$ cat src/rtl/osar_pkg.sv
// Shared types and action codes for the ordered key set.
package osar_pkg;

    localparam logic [1:0] ACT_ADD    = 2'd0;
    localparam logic [1:0] ACT_REMOVE = 2'd1;
    localparam logic [1:0] ACT_QUERY  = 2'd2;

    localparam int KEY_IN_W = 32;
    localparam int POS_OUT_W = 4;
    localparam int CNT_OUT_W = 5;

    typedef struct packed {
        logic [1:0]          action;
        logic [KEY_IN_W-1:0] key;
    } cmd_word_t;

    typedef struct packed {
        logic                 found;
        logic [POS_OUT_W-1:0] position;
        logic [CNT_OUT_W-1:0] count;
        logic                 full_drop;
    } res_word_t;

    // Broadcast to every cell in the row for the word being executed.
    typedef struct packed {
        logic add_ok;   // append the key at the tail
        logic rem_ok;   // close the gap at the matching entry
    } cell_cmd_t;

endpackage

$ cat src/rtl/ordered_set_add_remove_lookup.sv
// Ordered key set: top level with the cell row, count and result register.
//
// Command channel (cmd_valid / cmd_stall / cmd): one word carries an action
// (add, remove, query; code 3 acts as query) and a key. Result channel
// (res_valid / res_stall / res): exactly one word per command with found,
// position, count after the action and full_drop.
// Keys sit in a row of CAPACITY cells in insertion order. Every cell compares
// its entry against the key in parallel; a remove shifts each cell at or past
// the hit one place toward the head, an add loads the cell at the tail.
// The result is registered and is valid the cycle after the command is taken.
// Throughput: one command per cycle while cmd_stall is low; the whole compare
// and shift across the cell row is combinational, so the row is the limit.
// The result register lets a new command enter in the same cycle the previous
// result is taken. While res_valid is high and res_stall is high, cmd_stall
// is raised and the result word is held unchanged.
// Reset (rst_n low, asynchronous) empties the set and clears res_valid;
// stored keys are left as they are and are never compared until rewritten.
module ordered_set_add_remove_lookup #(
    parameter int CAPACITY  = 16,
    parameter int KEY_WIDTH = 32
) (
    input  logic                 clk,
    input  logic                 rst_n,
    input  logic                 cmd_valid,
    output logic                 cmd_stall,
    input  osar_pkg::cmd_word_t  cmd,
    output logic                 res_valid,
    input  logic                 res_stall,
    output osar_pkg::res_word_t  res
);

    localparam int IDX_W = $clog2(CAPACITY);
    localparam int CNT_W = $clog2(CAPACITY + 1);

    logic                    accept;
    logic [KEY_WIDTH-1:0]    lookup_key;
    logic [KEY_WIDTH-1:0]    row_key [CAPACITY];
    logic [CAPACITY-1:0]     match_vec;
    logic                    hit;
    logic [IDX_W-1:0]        hit_pos;
    logic                    is_add;
    logic                    is_remove;
    logic                    full;
    osar_pkg::cell_cmd_t     cell_cmd;

    logic [CNT_W-1:0]        count_reg;
    logic [CNT_W-1:0]        count_next;
    logic                    res_valid_reg;
    logic                    res_valid_next;
    osar_pkg::res_word_t     res_reg;
    osar_pkg::res_word_t     res_next;

    assign cmd_stall  = res_valid_reg && res_stall;
    assign accept     = cmd_valid && !cmd_stall;
    assign lookup_key = KEY_WIDTH'(cmd.key);

    assign is_add    = cmd.action == osar_pkg::ACT_ADD;
    assign is_remove = cmd.action == osar_pkg::ACT_REMOVE;
    assign full      = count_reg >= CNT_W'(CAPACITY);

    assign cell_cmd.add_ok = accept && is_add && !hit && !full;
    assign cell_cmd.rem_ok = accept && is_remove && hit;

    genvar g;
    generate
        for (g = 0; g < CAPACITY; g++)
        begin : g_cell
            logic [KEY_WIDTH-1:0] neighbor_key;

            if (g == CAPACITY - 1)
            begin : g_last
                assign neighbor_key = '0;
            end
            else
            begin : g_mid
                assign neighbor_key = row_key[g + 1];
            end

            osar_cell #(
                .KEY_WIDTH (KEY_WIDTH),
                .IDX_W     (IDX_W),
                .CNT_W     (CNT_W),
                .INDEX     (g)
            ) u_cell (
                .clk        (clk),
                .cmd        (cell_cmd),
                .key        (lookup_key),
                .count      (count_reg),
                .pos        (hit_pos),
                .next_key   (neighbor_key),
                .stored_key (row_key[g]),
                .match      (match_vec[g])
            );
        end
    endgenerate

    // Keys are unique, so at most one cell matches; an OR tree gives its index.
    always_comb
    begin
        hit     = 1'b0;
        hit_pos = '0;
        for (int i = 0; i < CAPACITY; i++)
        begin
            if (match_vec[i])
            begin
                hit     = 1'b1;
                hit_pos = hit_pos | IDX_W'(i);
            end
        end
    end

    always_comb
    begin
        priority if (cell_cmd.add_ok)
        begin
            count_next = count_reg + 1'b1;
        end
        else if (cell_cmd.rem_ok)
        begin
            count_next = count_reg - 1'b1;
        end
        else
        begin
            count_next = count_reg;
        end
    end

    always_comb
    begin
        res_next           = res_reg;
        res_valid_next     = res_valid_reg && res_stall;
        if (accept)
        begin
            res_valid_next     = 1'b1;
            res_next.found     = hit;
            res_next.position  = osar_pkg::POS_OUT_W'(hit_pos);
            res_next.count     = osar_pkg::CNT_OUT_W'(count_next);
            res_next.full_drop = is_add && !hit && full;
        end
    end

    always_ff @(posedge clk or negedge rst_n)
    begin
        if (!rst_n)
        begin
            count_reg     <= '0;
            res_valid_reg <= 1'b0;
        end
        else
        begin
            count_reg     <= count_next;
            res_valid_reg <= res_valid_next;
        end
    end

    always_ff @(posedge clk)
    begin
        res_reg <= res_next;
    end

    assign res_valid = res_valid_reg;
    assign res       = res_reg;

    a_count_bound: assert property (@(posedge clk) disable iff (!rst_n)
        count_reg <= CNT_W'(CAPACITY))
        else $error("set count above capacity");

    a_one_match: assert property (@(posedge clk) disable iff (!rst_n)
        $onehot0(match_vec))
        else $error("key stored in more than one cell");

    a_add_grows: assert property (@(posedge clk) disable iff (!rst_n)
        cell_cmd.add_ok |=> count_reg == $past(count_reg) + 1'b1)
        else $error("add did not grow the set");

    a_remove_shrinks: assert property (@(posedge clk) disable iff (!rst_n)
        cell_cmd.rem_ok |=> count_reg == $past(count_reg) - 1'b1)
        else $error("remove did not shrink the set");

    a_result_follows: assert property (@(posedge clk) disable iff (!rst_n)
        accept |=> res_valid_reg)
        else $error("accepted word produced no result");

    a_drop_when_full: assert property (@(posedge clk) disable iff (!rst_n)
        accept && is_add && !hit && full |=> res_reg.full_drop)
        else $error("add into full set not flagged");

endmodule

$ cat src/rtl/osar_cell.sv
// One storage cell of the key row: holds one entry, compares, appends, shifts.
module osar_cell #(
    parameter int KEY_WIDTH = 32,
    parameter int IDX_W     = 4,
    parameter int CNT_W     = 5,
    parameter int INDEX     = 0
) (
    input  logic                   clk,
    input  osar_pkg::cell_cmd_t    cmd,
    input  logic [KEY_WIDTH-1:0]   key,
    input  logic [CNT_W-1:0]       count,
    input  logic [IDX_W-1:0]       pos,
    input  logic [KEY_WIDTH-1:0]   next_key,
    output logic [KEY_WIDTH-1:0]   stored_key,
    output logic                   match
);

    logic [KEY_WIDTH-1:0] key_reg;
    logic [KEY_WIDTH-1:0] key_next;
    logic                 occupied;
    logic                 is_tail;
    logic                 at_or_after;

    assign occupied    = CNT_W'(INDEX) < count;
    assign is_tail     = CNT_W'(INDEX) == count;
    assign at_or_after = IDX_W'(INDEX) >= pos;
    assign match       = occupied && (key_reg == key);
    assign stored_key  = key_reg;

    always_comb
    begin
        priority if (cmd.add_ok && is_tail)
        begin
            key_next = key;
        end
        else if (cmd.rem_ok && at_or_after)
        begin
            key_next = next_key;
        end
        else
        begin
            key_next = key_reg;
        end
    end

    always_ff @(posedge clk)
    begin
        key_reg <= key_next;
    end

endmodule

$ cat config.mk
export PLATFORM = sky130hd
export DESIGN_NAME = ordered_set_add_remove_lookup
export DESIGN_NICKNAME = d
export VERILOG_FILES = /design/src/rtl/osar_pkg.sv /design/src/rtl/ordered_set_add_remove_lookup.sv /design/src/rtl/osar_cell.sv
export SDC_FILE = /design/constraint.sdc
export NUM_CORES = 1
export LEC_CHECK = 0
export ABC_AREA = 1
export BUFFER_PORTS_ARGS = -buffer_cell sky130_fd_sc_hd__buf_4
export CELL_PAD_IN_SITES_DETAIL_PLACEMENT = 0
export CELL_PAD_IN_SITES_GLOBAL_PLACEMENT = 1
export CORE_UTILIZATION = 49
export DETAILED_ROUTE_END_ITERATION = 10
export PLACE_DENSITY_LB_ADDON = 0.12
export SETUP_SLACK_MARGIN = 0.2
export SYNTH_ARGS = -nofsm -noshare
export SYNTH_HDL_FRONTEND = slang
export SYNTH_SLANG_ARGS = --single-unit
$ cat constraint.sdc
create_clock -name clk -period 5.94 [get_ports clk]
set_input_delay 0.297 -clock clk [delete_from_list [all_inputs] [get_ports clk]]
set_output_delay 0.297 -clock clk [all_outputs]
set_load 0.005 [all_outputs]
==> results of run 1 <==
[layer usage]
metal  share of wire  global-route usage  vias to the layer above
met5               0                   0                        -
met4           0.055              0.1896                        0
met3           0.098             0.05447                      320
met2            0.45              0.6000                     1741
met1            0.40              0.5373                    13365
li1                -                   -                    12598
[cells in the mapped netlist (4+ instances only)]
cell type,instances
buf_2,95
a21oi_1,7
nor2_4,4
buf_4,65
inv_1,253
inv_2,27
nor2_1,234
o211ai_1,6
nand2_1,1648
nor3_1,6
o21ai_0,92
xnor2_1,231
or2_2,10
clkbuf_1,110
ha_1,5
or2_0,4
o21ai_1,13
edfxtp_1,523
xor2_1,21
o22ai_1,17
nand3_1,509
nand4_1,49
dfrtp_1,6
[cell type report]
class / count / area, sq um
Clock inverter: 42 / 513.0
Inverter: 281 / 1055
Antenna cell: 3 / 7.507
Fill cell: 5978 / 28950
Multi-Input combinational cell: 2875 / 13250
Tap cell: 846 / 1059
Sequential cell: 529 / 15860
Timing Repair Buffer: 143 / 1081
Clock buffer: 66 / 1545
[worst max-delay path, stage by stage (launching register included)]
cell and delay (ns):
dfrtp_1 0.62, nand2_1 0.21, nand2_1 0.28, nand3_1 0.29, nor2_1 0.16, nand3_1 0.12
nor2_1 0.13, nand3_1 0.23, nand2_1 0.14, nor2_1 0.06, nand2_2 0.13, nor2_1 0.08
nor2_1 0.64, nand3_1 0.49, o21ai_4 0.26, buf_4 0.43
[power groups by stage]
stage,logic (uW),registers (uW),clock network (uW)
final,590,4040,3990
after global routing,601,4040,4140
after CTS,569,4040,4000
after detailed placement,565,4120,0
after global placement,565,4120,0
after floorplan,308,4120,0
[cell families after synthesis]
| family | after synthesis |
|---|---|
| AOI/OAI and AO/OA | 139 |
| DFF | 529 |
| and+or+nand+nor | 2479 |
| xor gates and xnor gates | 252 |
| adders and majority gates | 5 |
| buffers and inverters | 553 |
[path summary, 6_finish.rpt]
path	slack [ns]	depth (start not counted)	endpoint	from
min in group clk	0.13	3	g_cell[11].u_cell.stored_key[9]	cmd[9]
worst max register to register	1.25	15	g_cell[1].u_cell.stored_key[13]	count_reg[3]
worst min register to register	0.56	2	g_cell[8].u_cell.stored_key[17]	g_cell[9].u_cell.stored_key[17]
worst max-delay path	1.25	15	g_cell[1].u_cell.stored_key[13]	count_reg[3]
max in group asynchronous	5.73	2	count_reg[0]	rst_n
worst min-delay path	0.03	2	count_reg[4]	rst_n
[stage by stage]
| step | std cells | hold WS [ns] | total power (uW) |
|---|---|---|---|
| 3_5_place_dp | 4671 | 0.1338 | 4690 |
| 6_report | 4785 | 0.03236 | 8626 |
| 2_1_floorplan | 3957 | 0.001409 | 4431 |
| 3_3_place_gp | 4671 | 0.1356 | 4689 |
| 5_1_grt | 4782 | 0.03661 | 8785 |
| 4_1_cts | 4782 | 0.01345 | 8613 |
==> results by group, run 1 <==
Timing
  • Highest clock rate: between 200 and 250 MHz
  • Final hold vios: 0
  • Post-Route Setup TNS: 0 ns
  • Worst slew pin tran: 1.198 ns
  • Final setup viols: 0
  • Unrepaired setup endpoints after global routing: false
  • Crit share post-route: 0.7891
  • Post-route setup slack: 1.253 ns
  • Rel. slew slack: 0.2013
  • Max Transition Viols Final: 0
  • Minimum clock period: 4.687 ns
  • Clock Skews: around 0.037 ns

Logic synthesis
  • Seq/Total Area, Yosys: 0.5033
  • Mapped Cells: between 3000 and 4000
  • Cells taking the most area after synthesis: edfxtp_1 (50%), nand2_1 (20%), nand3_1 (8.1%)
  • Post-synthesis register bit count: 529
  • Post-synth top area share: 0.4985
  • Cell taking the most area after synthesis: edfxtp_1
  • Async set-reset flop share out of synthesis: 0.01134
  • Simple-Gate Fraction of Synth Area: 0.3236
  • Post-synthesis compound-gate area fraction: 0.02367
  • Largest family of logic cells by synthesized area: simple AND/OR/NAND/NOR gates
  • Synthesized cell area: 31510 sq um
  • Syn_area_per_cell: 7.962 sq um
  • Syn_nets: 4000
  • Mux share of post-synthesis cell area: 0
  • Number of distinct library cells after synthesis: 37
  • Post-synth top flop: edfxtp_1
  • EDFF count, synth: about 520
  • YS warnings: 0
  • Adder-cell share of the synthesized area: 0.001986
  • Xor/xnor share of the synthesized area: 0.07006

Floorplan
  • Chip width: roughly 260 um
  • Die Footprint: 65310 sq um
  • Initial Util: 0.4976
  • Row count: 92
  • DIE HEIGHT: 255.6 um
  • IO Pins: 51
  • Core footprint: 63310 sq um

Power
  • Cell Int Power: 6565 uW
  • Peak supply drop: 246.5 uV
  • Sw power: approximately 2100 uW
  • Gate power share: 0.068
  • Sw Share: 0.2389
  • Clock share of power: 0.463
  • P_leak: 0.01513 uW
  • Share of power burned in registers: 0.469
  • Pwr dens: 251.0 nW/um^2

Routing
  • 1st-pass router iterations: 6
  • Routed WL: between 100000 and 150000 um
  • Residual DRC count: 0
  • DR vias: 28024
  • DR WL/cell: roughly 27 um
  • DRT antenna net count: 0
  • Detailed Route Iter0 Violations: 3689
  • Vias per inst: 5.857

Worst setup path
  • CP max FO: 32
  • Worst path arrival time: 4.94 ns
  • CP endpoint kind: flop
  • Startpoint types: flop
  • WS Path Type: flop to flop
  • WP data required: ~6.2 ns

Outcome
  • Status: completed

Final layout
  • Fin area: roughly 34000 sq um
  • Layout cell share with drive strength beyond 1: 0.07241
  • Commonest non-fill, non-tap cell in the layout: nand2_1
  • Max reg flops: 512
  • Number of nets in the layout: 3932
  • Area Growth Syn to Fin: 9.079%
  • Most frequent cells in the layout: nand2_1 (1648), edfxtp_1 (523), nand3_1 (509)
  • Final core utilization: 0.5428

Clock tree
  • Clock transition at path regs: around 0.070 ns
  • TritonCTS Sinks: approximately 530
  • CTS tree: done
  • CTS resizes: 0
  • CTS buffer count: 59
  • H-tree depth: 2
  • Root Driver: clkbuf_16
  • Clock buffer depth: 3
  • Post-CTS Setup Bufs: 0
  • Latest clock arrival within the worst-skew pair: 0.64 ns
  • Hold buffers post-CTS: 3

Placed design
  • Post-DP HPWL: 86800 um
  • Area of placed instances: 32270 sq um
  • Placer's final routability congestion estimate: 0.9723
  • Pre-CTS setup slack: 0.9814 ns
  • # port buffers: 50

Global route
  • Largest net degree at the start of global routing: 100
  • Number of antenna violations at the first check in global routing: 1
  • Vias in the first global route: 26584
  • Total GRT Usage: 0.3882
  • Total gr overflow: 0
  • First-pass GRT wire length: 185400 um

Job
  • Max Cap Violations: 0

Min path
  • Min-delay worst type: input port to asynchronous set/reset pin
Note: power is estimated with default switching activity, not from simulation.
==> inputs of run 2 (changes only) <==
CORE_UTILIZATION = 44   (was 49)
clock period = 3.83 ns   (was 5.94 ns; I/O delays follow)
==> run 2 against run 1 <==
Clock power is 58% higher. Utilization is 3.6 points lower. Clock skew is 0.013 ns lower. Critical path depth stayed put. First-iteration DRC count is 6.5% lower. Hold slack better by 0.0067 ns. Largest cell class unchanged. Largest power group is now clock.
==> results by group, run 2 (synthesis gave the netlist of run 1 again) <==
Placed design
  • Area of placed instances: 33410 sq um
  • Placer's final routability congestion estimate: 0.9552
  • Pre-CTS setup slack: -0.1874 ns
  • # port buffers: 50
  • Placed Instances: 4835
  • Post-DP HPWL: 87340 um

Worst setup path
  • CP max FO: 32
  • Delay-heaviest family, CP: simple AND/OR/NAND/NOR gates
  • CP endpoint kind: flop
  • WS Path Type: flop to flop
  • WP data required: approximately 4.2 ns
  • Cell Chain, Critical Path: xnor2_2 -> nand4_1 -> nor2_1 -> nand3_1 -> nand2_1 -> nor2_1 -> nand2_2 -> nor2_1 -> nor2_2 -> buf_4 -> nand3b_1 -> nand2_1 -> nand2_1 -> nand2_1 -> buf_12
  • Worst path arrival time: between 3 and 4 ns
  • CP max-delay cell: edfxtp_1
  • WP buf/inv: 2
  • Slowest stage delay, CP: 0.54 ns
  • Most frequent CP cell: nand2_1
  • Startpoint types: flop

Timing
  • Post-Route Setup TNS: 0 ns
  • Clock Skews: 0.02445 ns
  • Worst hold slack: between 0.03 and 0.04 ns
  • Final hold vios: 0
  • Rel. slew slack: 0.3090
  • Max Transition Viols Final: 0
  • Post-route setup slack: 0.2025 ns
  • Minimum clock period: 3.628 ns
  • Highest clock rate: around 280 MHz
  • Worst slew pin tran: 1.036 ns
  • Final setup viols: 0
  • Unrepaired setup endpoints after global routing: false
  • Crit share post-route: 0.9471

Routing
  • DR WL/cell: approximately 25 um
  • Routed WL: around 130000 um
  • 1st-pass router iterations: 8
  • Vias per inst: around 5.6
  • Residual DRC count: 0
  • Detailed Route Iter0 Violations: roughly 3400
  • DR vias: 27624
  • DRT antenna net count: 0

Floorplan
  • DIE HEIGHT: 269.6 um
  • Row count: 97
  • Initial Util: 0.4476
  • Core footprint: 70390 sq um
  • Die Footprint: 72680 sq um
  • Chip width: 269.6 um
  • IO Pins: 51

Global route
  • Vias in the first global route: approximately 26000
  • Number of antenna violations at the first check in global routing: 2
  • Total gr overflow: 0
  • Largest net degree at the start of global routing: between 80 and 90
  • First-pass GRT wire length: 182200 um
  • Total GRT Usage: 0.3429

Clock tree
  • Clock buffer depth: 3
  • CTS buffer count: 60
  • Clock transition at path regs: around 0.06 ns
  • Root Driver: clkbuf_16
  • Latest clock arrival within the worst-skew pair: approximately 0.65 ns
  • CTS tree: done
  • TritonCTS Sinks: 529
  • H-tree depth: 2

Min path
  • Min-delay worst type: input port to flop

Final layout
  • Area Growth Syn to Fin: 13.22%
  • Diode count: 0
  • Most frequent cells in the layout: nand2_1 (1647), edfxtp_1 (523), nand3_1 (505)
  • Non-filler cells, final: 4957
  • Layout fillers: 6816
  • Commonest non-fill, non-tap cell in the layout: nand2_1
  • Max reg flops: roughly 510
  • Fin area: 35670 sq um
  • Number of nets in the layout: 4011
  • Layout cell share with drive strength beyond 1: 0.09211

Outcome
  • Status: completed

Power
  • Peak supply drop: just over 400 uV
  • Pwr dens: 379.6 nW/um^2
  • P_leak: 0.01570 uW

Job
  • Max Cap Violations: 0
-- run 2: cell count changes in the layout (fill, tap and decap cells not counted), moves of 5 or more --
cell | before | now
buf_12 | 0 | 41
buf_4 | 140 | 173
clkbuf_1 | 5 | 14
clkbuf_8 | 0 | 5
clkinv_1 | 12 | 7
-- run 2: final timing paths --
check,startpoint,endpoint,slack (ns),cells after the start
max,g_cell[12].u_cell.stored_key[2],g_cell[8].u_cell.stored_key[30],0.20,15
max in group asynchronous,rst_n,count_reg[3],2.97,3
min,cmd[30],g_cell[13].u_cell.stored_key[30],0.04,3
min reg2reg,g_cell[7].u_cell.stored_key[5],g_cell[6].u_cell.stored_key[5],0.54,2
max reg2reg,g_cell[12].u_cell.stored_key[2],g_cell[8].u_cell.stored_key[30],0.20,15
min in group asynchronous,rst_n,count_reg[1],0.56,3
-- run 2: routing by layer --
layer | global-route usage | share of wire
met1 | 0.4742 | 0.41
met2 | 0.5374 | 0.45
met3 | 0.05352 | 0.096
met4 | 0.1386 | 0.044
met5 | 0 | 0
-- run 2: area by class of cell --
| class | instances | area (sq um) | area share |
|---|---|---|---|
| Multi-Input combinational cell | 2875 | 13290 | 0.3724 |
| Clock buffer | 81 | 1673 | 0.04690 |
| Tap cell | 940 | 1176 | 0.03297 |
| Timing Repair Buffer | 221 | 2191 | 0.06142 |
| Inverter | 281 | 1055 | 0.02957 |
| Sequential cell | 529 | 15860 | 0.4446 |
| Clock inverter | 30 | 431.7 | 0.01210 |
-- run 2: what timing repair did --
| action | CTS | global route |
|---|---|---|
| gates resized for setup | 6 | 7 |
| pin swaps | 2 | 2 |
| endpoints found under the hold margin | 9 | 0 |
| setup buffers | 4 | 1 |
| hold buffers | 6 | 0 |
| setup endpoints to repair | 483 | 726 |
-- run 2: metrics by stage --
step                        util  power [uW]
after floorplan                -        6873
after global placement    0.4746        7330
after detailed placement  0.4746        7330
after CTS                 0.5062       13560
after global routing      0.5067       13800
final                     0.5067       13540
-- run 2: where the power goes --
group	internal (uW)	switching, uW	total [uW]
logic	293	677	970
clock network	3780	2520	6300
registers	6270	2.89	6270
-- run 2: tightest hold or removal path: cells and delay by family --
family | cells | cell delay, ns
simple gates | 2 | 0.17
buf+inv | 1 | 0.20
